### src/rtl/core/assert_macros.svh
// ----------------------------------------------------------------------------
// Assertion macros
// Clocked concurrent assertion helpers shared by the core RTL.
// ----------------------------------------------------------------------------
`ifndef ASSERT_MACROS_SVH
`define ASSERT_MACROS_SVH

// property checked on every rising clk edge outside reset
`define ASSERT_CLK(label, prop, msg) \
  label: assert property (@(posedge clk) disable iff (!rst_n) (prop)) else $error(msg);

// same-cycle implication
`define ASSERT_IMP(label, ante, cons, msg) \
  `ASSERT_CLK(label, (ante) |-> (cons), msg)

// next-cycle implication
`define ASSERT_NXT(label, ante, cons, msg) \
  `ASSERT_CLK(label, (ante) |=> (cons), msg)

`endif

### src/rtl/core/bstk_pkg.sv
// ----------------------------------------------------------------------------
// bstk_pkg
// Shared constants and controller/datapath interface types.
// ----------------------------------------------------------------------------
package bstk_pkg;

  localparam int SCORE_W     = 32;
  localparam int TAG_W       = 16;
  localparam int POS_W       = 4;
  localparam int CMD_W       = 2;
  localparam int SEL_W       = 2;
  localparam int CNT_OUT_W   = 5;
  localparam int ENTRY_W     = SCORE_W + TAG_W;
  localparam int IN_TDATA_W  = 56;
  localparam int IN_TUSER_W  = CMD_W + SEL_W;
  localparam int OUT_TDATA_W = 56;
  localparam int CFG_IDX_W   = 1;
  localparam int CFG_DATA_W  = 5;

  localparam logic [CMD_W-1:0] CMD_ASK  = 2'd0;
  localparam logic [CMD_W-1:0] CMD_INS  = 2'd1;
  localparam logic [CMD_W-1:0] CMD_READ = 2'd2;

  localparam logic [CFG_IDX_W-1:0] CFG_LARGER = 1'd0;
  localparam logic [CFG_IDX_W-1:0] CFG_LIMIT  = 1'd1;

  localparam logic                  LARGER_RST = 1'b1;
  localparam logic [CFG_DATA_W-1:0] LIMIT_RST  = 5'd10;

  typedef struct packed {
    logic accept;
    logic scan_start;
    logic scan_step;
    logic set_q;
    logic at_hit;
    logic at_end;
    logic place;
    logic sh_rd;
    logic sh_wr;
    logic ins_wr;
    logic rd_issue;
    logic rd_cap;
    logic out_load;
  } bstk_cmd_t;

  typedef struct packed {
    logic [CMD_W-1:0] cmd;
    logic sel_ok;
    logic n_lt_lim;
    logic n_zero;
    logic pos_lt_n;
    logic hit;
    logic scan_last;
    logic at_lt_nn;
    logic hi_eq_at;
    logic shift_last;
    logic out_free;
  } bstk_sts_t;

endpackage

### src/rtl/core/bounded_sorted_topk_list.sv
// ----------------------------------------------------------------------------
// bounded_sorted_topk_list
// Ranked top-k lists of (score, tag) with ask / insert / read requests.
// ----------------------------------------------------------------------------
//  channel | dir | handshake           | payload
//  in_     | in  | in_tvalid/tready    | tuser {list_sel, cmd}; tdata {pos, tag, score}
//  out_    | out | out_tvalid/tready   | tdata {count, tag, score, entry_valid, qualifies}
//  cfg_    | in  | cfg_valid/cfg_ready | cfg_index, cfg_data
//
// One request at a time; entries sit in a single RAM with one read and one
// write port. Read: RAM read, capture, result. Ask: result straight away when
// the list is not full, else after a scan if the list is not empty. Insert:
// scan unless the list is empty, a read and a write per entry shifted down,
// then the entry write. Output is registered, so a new request is taken while a
// result waits. Reset (rst_n, synchronous) clears counts, config, result valid, scan flag and controller state.
// ----------------------------------------------------------------------------
module bounded_sorted_topk_list #(
  parameter int LIST_DEPTH = 16,
  parameter int NUM_LISTS  = 3
) (
  input  logic                              clk,
  input  logic                              rst_n,
  input  logic                              in_tvalid,
  output logic                              in_tready,
  // [31:0] score, [47:32] tag, [51:48] position, [55:52] zero
  input  logic [bstk_pkg::IN_TDATA_W-1:0]   in_tdata,
  // [1:0] cmd, [3:2] list_sel
  input  logic [bstk_pkg::IN_TUSER_W-1:0]   in_tuser,
  output logic                              out_tvalid,
  input  logic                              out_tready,
  // [0] qualifies, [1] entry_valid, [33:2] entry_score, [49:34] entry_tag,
  // [54:50] entry_count, [55] zero
  output logic [bstk_pkg::OUT_TDATA_W-1:0]  out_tdata,
  input  logic                              cfg_valid,
  output logic                              cfg_ready,
  input  logic [bstk_pkg::CFG_IDX_W-1:0]    cfg_index,
  input  logic [bstk_pkg::CFG_DATA_W-1:0]   cfg_data
);

  bstk_pkg::bstk_cmd_t cmd;
  bstk_pkg::bstk_sts_t sts;

  assign cfg_ready = 1'b1;

  bstk_ctrl u_ctrl (
    .clk       (clk),
    .rst_n     (rst_n),
    .in_tvalid (in_tvalid),
    .in_tready (in_tready),
    .sts       (sts),
    .cmd       (cmd)
  );

  bstk_dp #(
    .LIST_DEPTH (LIST_DEPTH),
    .NUM_LISTS  (NUM_LISTS)
  ) u_dp (
    .clk        (clk),
    .rst_n      (rst_n),
    .cmd        (cmd),
    .sts        (sts),
    .in_tdata   (in_tdata),
    .in_tuser   (in_tuser),
    .out_tvalid (out_tvalid),
    .out_tready (out_tready),
    .out_tdata  (out_tdata),
    .cfg_valid  (cfg_valid),
    .cfg_index  (cfg_index),
    .cfg_data   (cfg_data)
  );

endmodule

### src/rtl/core/bstk_ram.sv
// ----------------------------------------------------------------------------
// bstk_ram
// Generic single-write, single-read RAM with registered read data.
// ----------------------------------------------------------------------------
module bstk_ram #(
  parameter int WIDTH = 48,
  parameter int DEPTH = 48,
  localparam int AW   = (DEPTH > 1) ? $clog2(DEPTH) : 1
) (
  input  logic             clk,
  input  logic             we,
  input  logic [AW-1:0]    waddr,
  input  logic [WIDTH-1:0] wdata,
  input  logic             re,
  input  logic [AW-1:0]    raddr,
  output logic [WIDTH-1:0] rdata
);

  logic [WIDTH-1:0] mem [DEPTH];

  always_ff @(posedge clk) begin
    if (we) begin
      mem[waddr] <= wdata;
    end
    if (re) begin
      rdata <= mem[raddr];
    end
  end

endmodule

### src/rtl/core/bstk_dp.sv
// ----------------------------------------------------------------------------
// bstk_dp
// Datapath: request capture, list counts, entry RAM, scan compare, result reg.
// ----------------------------------------------------------------------------
`include "assert_macros.svh"

module bstk_dp #(
  parameter int LIST_DEPTH = 16,
  parameter int NUM_LISTS  = 3
) (
  input  logic                                 clk,
  input  logic                                 rst_n,
  input  bstk_pkg::bstk_cmd_t                  cmd,
  output bstk_pkg::bstk_sts_t                  sts,
  input  logic [bstk_pkg::IN_TDATA_W-1:0]      in_tdata,
  input  logic [bstk_pkg::IN_TUSER_W-1:0]      in_tuser,
  output logic                                 out_tvalid,
  input  logic                                 out_tready,
  output logic [bstk_pkg::OUT_TDATA_W-1:0]     out_tdata,
  input  logic                                 cfg_valid,
  input  logic [bstk_pkg::CFG_IDX_W-1:0]       cfg_index,
  input  logic [bstk_pkg::CFG_DATA_W-1:0]      cfg_data
);

  localparam int DEPTH = NUM_LISTS * LIST_DEPTH;
  localparam int AW    = (DEPTH > 1) ? $clog2(DEPTH) : 1;
  localparam int LW    = (NUM_LISTS > 1) ? $clog2(NUM_LISTS) : 1;
  localparam int CW    = ($clog2(LIST_DEPTH + 2) > 5) ? $clog2(LIST_DEPTH + 2) : 5;

  // request
  logic [bstk_pkg::CMD_W-1:0]   cmd_r;
  logic [bstk_pkg::SEL_W-1:0]   sel_r;
  logic [bstk_pkg::SCORE_W-1:0] score_r;
  logic [bstk_pkg::TAG_W-1:0]   tag_r;
  logic [bstk_pkg::POS_W-1:0]   pos_r;

  // config
  logic                             larger_r;
  logic [bstk_pkg::CFG_DATA_W-1:0]  limit_r;

  // list state and sequencing
  logic [CW-1:0] cnt_r [NUM_LISTS];
  logic [CW-1:0] at_r;
  logic [CW-1:0] rd_idx_r;
  logic [CW-1:0] chk_r;
  logic [CW-1:0] sh_idx_r;
  logic          dv_r;

  // result
  logic                         q_r;
  logic                         ev_r;
  logic [bstk_pkg::SCORE_W-1:0] es_r;
  logic [bstk_pkg::TAG_W-1:0]   et_r;
  logic                         out_valid_r;
  logic [bstk_pkg::OUT_TDATA_W-1:0] out_data_r;

  logic          sel_ok;
  logic [LW-1:0] sel_ix;
  logic [CW-1:0] n;
  logic [CW-1:0] lim;
  logic [CW-1:0] n_inc;
  logic [CW-1:0] nn;
  logic [AW-1:0] base_a;
  logic          scan_rd;
  logic          beats;

  logic                             ram_we;
  logic [AW-1:0]                    ram_waddr;
  logic [bstk_pkg::ENTRY_W-1:0]     ram_wdata;
  logic                             ram_re;
  logic [AW-1:0]                    ram_raddr;
  logic [bstk_pkg::ENTRY_W-1:0]     ram_rdata;
  logic signed [bstk_pkg::SCORE_W-1:0] mem_score;
  logic signed [bstk_pkg::SCORE_W-1:0] req_score;

  assign sel_ok = 32'(sel_r) < NUM_LISTS;
  assign sel_ix = LW'(sel_r);
  assign n      = sel_ok ? cnt_r[sel_ix] : '0;
  assign lim    = (32'(limit_r) < LIST_DEPTH) ? CW'(limit_r) : CW'(LIST_DEPTH);
  assign n_inc  = n + 1'b1;
  assign nn     = (n_inc < lim) ? n_inc : lim;
  assign base_a = AW'(LIST_DEPTH * 32'(sel_ix));

  assign mem_score = ram_rdata[bstk_pkg::ENTRY_W-1:bstk_pkg::TAG_W];
  assign req_score = score_r;
  assign beats     = larger_r ? (req_score > mem_score) : (req_score < mem_score);
  assign scan_rd   = cmd.scan_step && (rd_idx_r < n);

  always_comb begin
    sts.cmd        = cmd_r;
    sts.sel_ok     = sel_ok;
    sts.n_lt_lim   = n < lim;
    sts.n_zero     = n == '0;
    sts.pos_lt_n   = CW'(pos_r) < n;
    sts.hit        = dv_r && beats;
    sts.scan_last  = dv_r && (chk_r == n - 1'b1);
    sts.at_lt_nn   = at_r < nn;
    sts.hi_eq_at   = (nn - 1'b1) == at_r;
    sts.shift_last = sh_idx_r == at_r + 1'b1;
    sts.out_free   = !out_valid_r || out_tready;
  end

  always_comb begin
    ram_re    = cmd.sh_rd || cmd.rd_issue || scan_rd;
    ram_raddr = base_a + AW'(rd_idx_r);
    if (cmd.sh_rd) begin
      ram_raddr = base_a + AW'(sh_idx_r - 1'b1);
    end else if (cmd.rd_issue) begin
      ram_raddr = base_a + AW'(pos_r);
    end
    ram_we = cmd.sh_wr || cmd.ins_wr;
    if (cmd.sh_wr) begin
      ram_waddr = base_a + AW'(sh_idx_r);
      ram_wdata = ram_rdata;
    end else begin
      ram_waddr = base_a + AW'(at_r);
      ram_wdata = {score_r, tag_r};
    end
  end

  bstk_ram #(
    .WIDTH (bstk_pkg::ENTRY_W),
    .DEPTH (DEPTH)
  ) u_ram (
    .clk   (clk),
    .we    (ram_we),
    .waddr (ram_waddr),
    .wdata (ram_wdata),
    .re    (ram_re),
    .raddr (ram_raddr),
    .rdata (ram_rdata)
  );

  always_ff @(posedge clk) begin
    if (!rst_n) begin
      larger_r <= bstk_pkg::LARGER_RST;
      limit_r  <= bstk_pkg::LIMIT_RST;
    end else if (cfg_valid) begin
      case (cfg_index)
        bstk_pkg::CFG_LARGER: larger_r <= cfg_data[0];
        bstk_pkg::CFG_LIMIT:  limit_r  <= cfg_data;
        default: ;
      endcase
    end
  end

  always_ff @(posedge clk) begin
    if (!rst_n) begin
      for (int i = 0; i < NUM_LISTS; i++) begin
        cnt_r[i] <= '0;
      end
    end else if (cmd.place && sel_ok) begin
      cnt_r[sel_ix] <= nn;
    end
  end

  always_ff @(posedge clk) begin
    if (!rst_n) begin
      dv_r        <= 1'b0;
      out_valid_r <= 1'b0;
    end else begin
      if (cmd.scan_start) begin
        dv_r <= 1'b0;
      end else if (cmd.scan_step) begin
        dv_r <= scan_rd;
      end
      if (cmd.out_load) begin
        out_valid_r <= 1'b1;
      end else if (out_tready) begin
        out_valid_r <= 1'b0;
      end
    end
  end

  always_ff @(posedge clk) begin
    if (cmd.accept) begin
      cmd_r   <= in_tuser[bstk_pkg::CMD_W-1:0];
      sel_r   <= in_tuser[bstk_pkg::IN_TUSER_W-1:bstk_pkg::CMD_W];
      score_r <= in_tdata[31:0];
      tag_r   <= in_tdata[47:32];
      pos_r   <= in_tdata[51:48];
      q_r     <= 1'b0;
      ev_r    <= 1'b0;
      es_r    <= '0;
      et_r    <= '0;
    end
    if (cmd.set_q) begin
      q_r <= 1'b1;
    end
    if (cmd.rd_cap) begin
      ev_r <= 1'b1;
      es_r <= ram_rdata[bstk_pkg::ENTRY_W-1:bstk_pkg::TAG_W];
      et_r <= ram_rdata[bstk_pkg::TAG_W-1:0];
    end
    if (cmd.scan_start) begin
      rd_idx_r <= '0;
    end else if (scan_rd) begin
      rd_idx_r <= rd_idx_r + 1'b1;
    end
    if (cmd.scan_step) begin
      chk_r <= rd_idx_r;
    end
    if (cmd.at_hit) begin
      at_r <= chk_r;
    end else if (cmd.at_end) begin
      at_r <= n;
    end
    if (cmd.place) begin
      sh_idx_r <= nn - 1'b1;
    end else if (cmd.sh_wr) begin
      sh_idx_r <= sh_idx_r - 1'b1;
    end
    if (cmd.out_load) begin
      out_data_r <= {1'b0, bstk_pkg::CNT_OUT_W'(n), et_r, es_r, ev_r, q_r};
    end
  end

  assign out_tvalid = out_valid_r;
  assign out_tdata  = out_data_r;

  `ASSERT_IMP(a_ram_waddr_range, ram_we, 32'(ram_waddr) < DEPTH,
              "entry write outside RAM")
  `ASSERT_IMP(a_shift_above_at, cmd.sh_wr, sh_idx_r > at_r,
              "shift reached the insertion point")
  `ASSERT_IMP(a_out_no_overrun, cmd.out_load, !out_valid_r || out_tready,
              "result overwritten before taken")

endmodule

### src/rtl/core/bstk_ctrl.sv
// ----------------------------------------------------------------------------
// bstk_ctrl
// Command sequencer: evaluate, scan, shift and insert, read, deliver result.
// ----------------------------------------------------------------------------
`include "assert_macros.svh"

module bstk_ctrl (
  input  logic                clk,
  input  logic                rst_n,
  input  logic                in_tvalid,
  output logic                in_tready,
  input  bstk_pkg::bstk_sts_t sts,
  output bstk_pkg::bstk_cmd_t cmd
);

  localparam logic [3:0] S_IDLE  = 4'd0;
  localparam logic [3:0] S_EVAL  = 4'd1;
  localparam logic [3:0] S_SCAN  = 4'd2;
  localparam logic [3:0] S_PLACE = 4'd3;
  localparam logic [3:0] S_SHRD  = 4'd4;
  localparam logic [3:0] S_SHWR  = 4'd5;
  localparam logic [3:0] S_INSWR = 4'd6;
  localparam logic [3:0] S_RDW   = 4'd7;
  localparam logic [3:0] S_RES   = 4'd8;

  logic [3:0] state_r;
  logic [3:0] state_nxt;
  logic       is_ask;

  assign in_tready = state_r == S_IDLE;
  assign is_ask    = sts.cmd == bstk_pkg::CMD_ASK;

  always_comb begin
    state_nxt = state_r;
    cmd       = '0;
    case (state_r)
      S_IDLE: begin
        if (in_tvalid) begin
          cmd.accept = 1'b1;
          state_nxt  = S_EVAL;
        end
      end
      S_EVAL: begin
        state_nxt = S_RES;
        if (sts.sel_ok) begin
          case (sts.cmd)
            bstk_pkg::CMD_ASK: begin
              if (sts.n_lt_lim) begin
                cmd.set_q = 1'b1;
              end else if (!sts.n_zero) begin
                cmd.scan_start = 1'b1;
                state_nxt      = S_SCAN;
              end
            end
            bstk_pkg::CMD_INS: begin
              if (sts.n_zero) begin
                cmd.at_end = 1'b1;
                state_nxt  = S_PLACE;
              end else begin
                cmd.scan_start = 1'b1;
                state_nxt      = S_SCAN;
              end
            end
            bstk_pkg::CMD_READ: begin
              if (sts.pos_lt_n) begin
                cmd.rd_issue = 1'b1;
                state_nxt    = S_RDW;
              end
            end
            default: ;
          endcase
        end
      end
      S_SCAN: begin
        if (sts.hit) begin
          if (is_ask) begin
            cmd.set_q = 1'b1;
            state_nxt = S_RES;
          end else begin
            cmd.at_hit = 1'b1;
            state_nxt  = S_PLACE;
          end
        end else if (sts.scan_last) begin
          if (is_ask) begin
            state_nxt = S_RES;
          end else begin
            cmd.at_end = 1'b1;
            state_nxt  = S_PLACE;
          end
        end else begin
          cmd.scan_step = 1'b1;
        end
      end
      S_PLACE: begin
        cmd.place = 1'b1;
        if (!sts.at_lt_nn) begin
          state_nxt = S_RES;
        end else if (sts.hi_eq_at) begin
          state_nxt = S_INSWR;
        end else begin
          state_nxt = S_SHRD;
        end
      end
      S_SHRD: begin
        cmd.sh_rd = 1'b1;
        state_nxt = S_SHWR;
      end
      S_SHWR: begin
        cmd.sh_wr = 1'b1;
        state_nxt = sts.shift_last ? S_INSWR : S_SHRD;
      end
      S_INSWR: begin
        cmd.ins_wr = 1'b1;
        state_nxt  = S_RES;
      end
      S_RDW: begin
        cmd.rd_cap = 1'b1;
        state_nxt  = S_RES;
      end
      S_RES: begin
        if (sts.out_free) begin
          cmd.out_load = 1'b1;
          state_nxt    = S_IDLE;
        end
      end
      default: state_nxt = S_IDLE;
    endcase
  end

  always_ff @(posedge clk) begin
    if (!rst_n) begin
      state_r <= S_IDLE;
    end else begin
      state_r <= state_nxt;
    end
  end

  `ASSERT_NXT(a_accept_to_eval, in_tvalid && in_tready, state_r == S_EVAL,
              "accepted request not evaluated")
  `ASSERT_NXT(a_result_held, state_r == S_RES && !sts.out_free, state_r == S_RES,
              "result dropped while output busy")

endmodule
### config.mk
export PLATFORM = sky130hd
export DESIGN_NAME = bounded_sorted_topk_list
export DESIGN_NICKNAME = d
export VERILOG_FILES = /design/src/rtl/core/bstk_pkg.sv /design/src/rtl/core/bounded_sorted_topk_list.sv /design/src/rtl/core/bstk_ram.sv /design/src/rtl/core/bstk_dp.sv /design/src/rtl/core/bstk_ctrl.sv
export VERILOG_INCLUDE_DIRS = /design/src /design/src/rtl/core
export SDC_FILE = /design/constraint.sdc
export NUM_CORES = 2
export LEC_CHECK = 0
export BUFFER_PORTS_ARGS = -buffer_cell sky130_fd_sc_hd__buf_2
export CORE_MARGIN = 2
export CORE_UTILIZATION = 50
export CTS_CLUSTER_DIAMETER = 200
export CTS_CLUSTER_SIZE = 20
export DETAILED_ROUTE_END_ITERATION = 12
export PLACE_DENSITY = 0.76
export SYNTH_ARGS = -nofsm -noshare
export SYNTH_HDL_FRONTEND = slang
export SYNTH_SLANG_ARGS = --single-unit
export TNS_END_PERCENT = 30
### constraint.sdc
create_clock -name clk -period 8.54 [get_ports clk]
set_input_delay 1.281 -clock clk [delete_from_list [all_inputs] [get_ports clk]]
set_output_delay 1.281 -clock clk [all_outputs]
set_load 0.01 [all_outputs]
==> metrics.csv <==
metric,value,unit
wire_per_inst,33.3,um
whs_endpoint,u_dp.out_tdata[5],
hold_viol_final,0,
maxCapViolCount,0,
min_from,u_dp.es_r[3],
met2_usage,40.4,%
dp_slack,2470,ps
wl,260,mm
cts_max_path_buffers,3,
synthDistinctLibCells,83,
worstPathMaxFanout,23,
hold_depth,0,
relSlewSlack,18.4,%
post_cts_resized,0,
required,9120,ps
numCtsBuffers,146,
htreeDepth,4,
seq_area_frac_synth,76.8,%
initial_utilization,50.2,%
r2r-end,u_dp.u_ram.rdata[43],
yosys_warnings,0,
crit_type,flop to flop,
ys_ff_latch,2567,
r2r_start,u_dp.sel_ix[1],
fin_setup_tns,0,ps
viasPerCell,6.62,
drt_iter0_markers,8277,
grt_pass1_vias,49996,
synth_ff_type,edfxtp_1,
coreArea,199000,um^2
ir_drop,0.000319,V
drv_slew,0,
cts_setup_buffers,0,
startpoint_type,flop,
track_usage,25.3,%
die_x,451,um
cellLeakagePower,33.5,nW
postSynth.asyncResetShare,0,%
fmax,0.160,GHz
drive_above_1_share,20.6,%
die_area,204000,um^2
gp_congestion,0.877,
seq_power_share,49.5,%
drc_errors,0,
layout_commonest_cell,edfxtp_1,
synth.cell_area,100000,um^2
rsz0062_at_grt,false,
ant_nets,0,
layout_common_cells,"2,546 x edfxtp_1, 520 x mux4_2, 396 x nand2_1",
synthToLayoutAreaGrowth,8.04,%
cts_tree,yes,
setup_viol,0,
pwr-share-clk,22.7,%
r2r_setup_slack,2290,ps
worst_pin_slew,1220,ps
avgSynthCellArea,20.0,um^2
power_density,286,nW/um^2
syn_inst,4995,
synth_edf_count,2546,
grt_use_met1,34.3,%
status,finished clean,
comb_power_share,27.8,%
grt_pass1_wl,365,mm
dr.pass1.iters,6,
die_y,451,um
timing.final.crit_share,73.1,%
overflow,0,
hold_path.class,flop to flop,
rr_worst_depth,14,
clock-root-buffer,clkbuf_16,
p_sw_share,30.0,%
endpoint_kind,flop,
port_buffers,123,
worstPathArrival,6830,ps
period_minus_slack,6250,ps
switching_power,9.28,mW
fin_ws,2290,ps
grtUsageMet3,5.24,%
p_int,21.6,mW
clk_pin_slew,90,ps
ctsHoldBuffers,0,
dp.final_hpwl,144,mm
top_usage_layer,met2,
fin_nets,5272,
skew,29.1,ps
io_pins,130,
grt_max_degree,119,
antenna_found_initial,7,
clock-sinks,2567,
fp-row-count,164,
clk_latency,830,ps
vias,51766,
## critical path: stages (launching register included)
cell	delay, ps
edfxtp_1	630
nand2_1	350
nand2_1	300
ha_1	330
or4_1	560
or3_1	490
a41oi_1	410
and2_4	560
buf_4	500
buf_4	510
nor2_2	270
buf_4	340
a22oi_1	330
nand3_1	100
and3_1	220
## through the flow
stage	power (mW)	instance area [um^2]	hold slack (ps)	util (%)	cells
after CTS	30.9	108000	422	54.2	7814
final	30.9	108000	420	54.2	7817
after detailed placement	24.1	104000	405	52.3	7643
after floorplan	21.8	100000	400	-	5000
after global placement	23.9	104000	405	52.3	7643
after global routing	31.9	108000	425	54.2	7814
## synthesized netlist by cell type (10+ instances only)
cell type	count	area (um^2)
edfxtp_1	2546	76500
mux4_2	520	11700
nand2_1	398	1490
nor2_1	187	702
a21oi_1	126	631
nand3_1	118	591
mux2i_1	99	991
clkbuf_1	85	319
buf_2	83	415
o22ai_1	66	413
ha_1	65	813
inv_1	64	240
mux2_2	54	608
buf_4	48	360
o21ai_0	48	240
nor3_1	39	195
a221oi_1	35	307
a22oi_1	28	210
xnor2_1	24	210
and2_1	23	144
nand4_1	22	138
buf_6	21	236
dfxtp_1	21	420
and3_1	18	113
a221o_1	17	170
a311o_1	15	150
nor4_1	15	93.8
or3_1	15	93.8
a211oi_1	14	105
o21a_1	14	105
a31oi_1	12	75.1
nand2b_1	12	75.1
o32ai_1	12	105
buf_1	10	37.5
## power by group through the flow
stage               logic [mW]  registers [mW]  clock network, mW
floorplan                 6.42            15.4                  0
global placement          8.33            15.6                  0
detailed placement        8.53            15.6                  0
CTS                       8.56            15.3               7.07
global route              9.15            15.3               7.47
finish                    8.58            15.3               7.03
## layout make-up
class / instances / area (um^2)
antenna: 3 / 7.51
clock buffer: 156 / 3710
clock inverter: 15 / 255
fill: 14572 / 91200
inverter: 64 / 241
multi-input combinational: 2117 / 22000
sequential: 2567 / 76900
tap: 2656 / 3320
timing repair buffer: 239 / 1670
## state kept, by name (all words and copies together) (netlist names), 2 cells and up, named ones only
| register | cells |
|---|---|
| u_dp.u_ram.mem | 2304 |
| u_dp.out_tdata | 55 |
| u_dp.u_ram.rdata | 48 |
| u_dp.es_r | 32 |
| u_dp.req_score | 32 |
| u_dp.cnt_r | 20 |
| u_dp.et_r | 16 |
| u_dp.tag_r | 16 |
| u_dp.at_r | 5 |
| u_dp.chk_r | 5 |
| u_dp.limit_r | 5 |
| u_dp.rd_idx_r | 5 |
| u_dp.sh_idx_r | 5 |
| u_ctrl.state_r | 4 |
| u_dp.pos_r | 4 |
| u_dp.cmd_r | 2 |
| u_dp.sel_ix | 2 |
## layer usage
layer | vias to the layer above | wire length (um)
li1 | 20501 | -
met1 | 26880 | 92100
met2 | 3829 | 125000
met3 | 552 | 31600
met4 | 4 | 11600
met5 | - | 27
## how the worst max path moves through the flow
stage / to / from / cells after the start
5_1_grt: u_dp.u_ram.rdata[18] / u_dp.sel_ix[1] / 14
4_1_cts: u_dp.u_ram.rdata[18] / u_dp.sel_ix[1] / 14
3_5_place_dp: u_dp.u_ram.rdata[18] / u_dp.sel_ix[1] / 14
3_3_place_gp: u_dp.u_ram.rdata[43] / u_dp.sel_ix[1] / 14
6_report: u_dp.u_ram.rdata[43] / u_dp.sel_ix[1] / 14
2_1_floorplan: u_dp.u_ram.mem[13][0] / u_ctrl.state_r[0] / 11
## logic make-up (layout without fill, tap and decap cells)
| group | after synthesis | in the layout | share of synthesized area, % |
|---|---|---|---|
| DFF | 2567 | 2567 | 76.8 |
| buffers and inverters | 316 | 474 | 1.68 |
| AOI/OAI and AO/OA | 449 | 449 | 3.06 |
| xor gates and xnor gates | 33 | 33 | 0.289 |
| adders and majority gates | 66 | 66 | 0.833 |
| and+or+nand+nor | 888 | 888 | 3.97 |
| muxes | 674 | 674 | 13.3 |
| other | 2 | 10 | 0.00751 |
(Power assumes the default switching activity.)
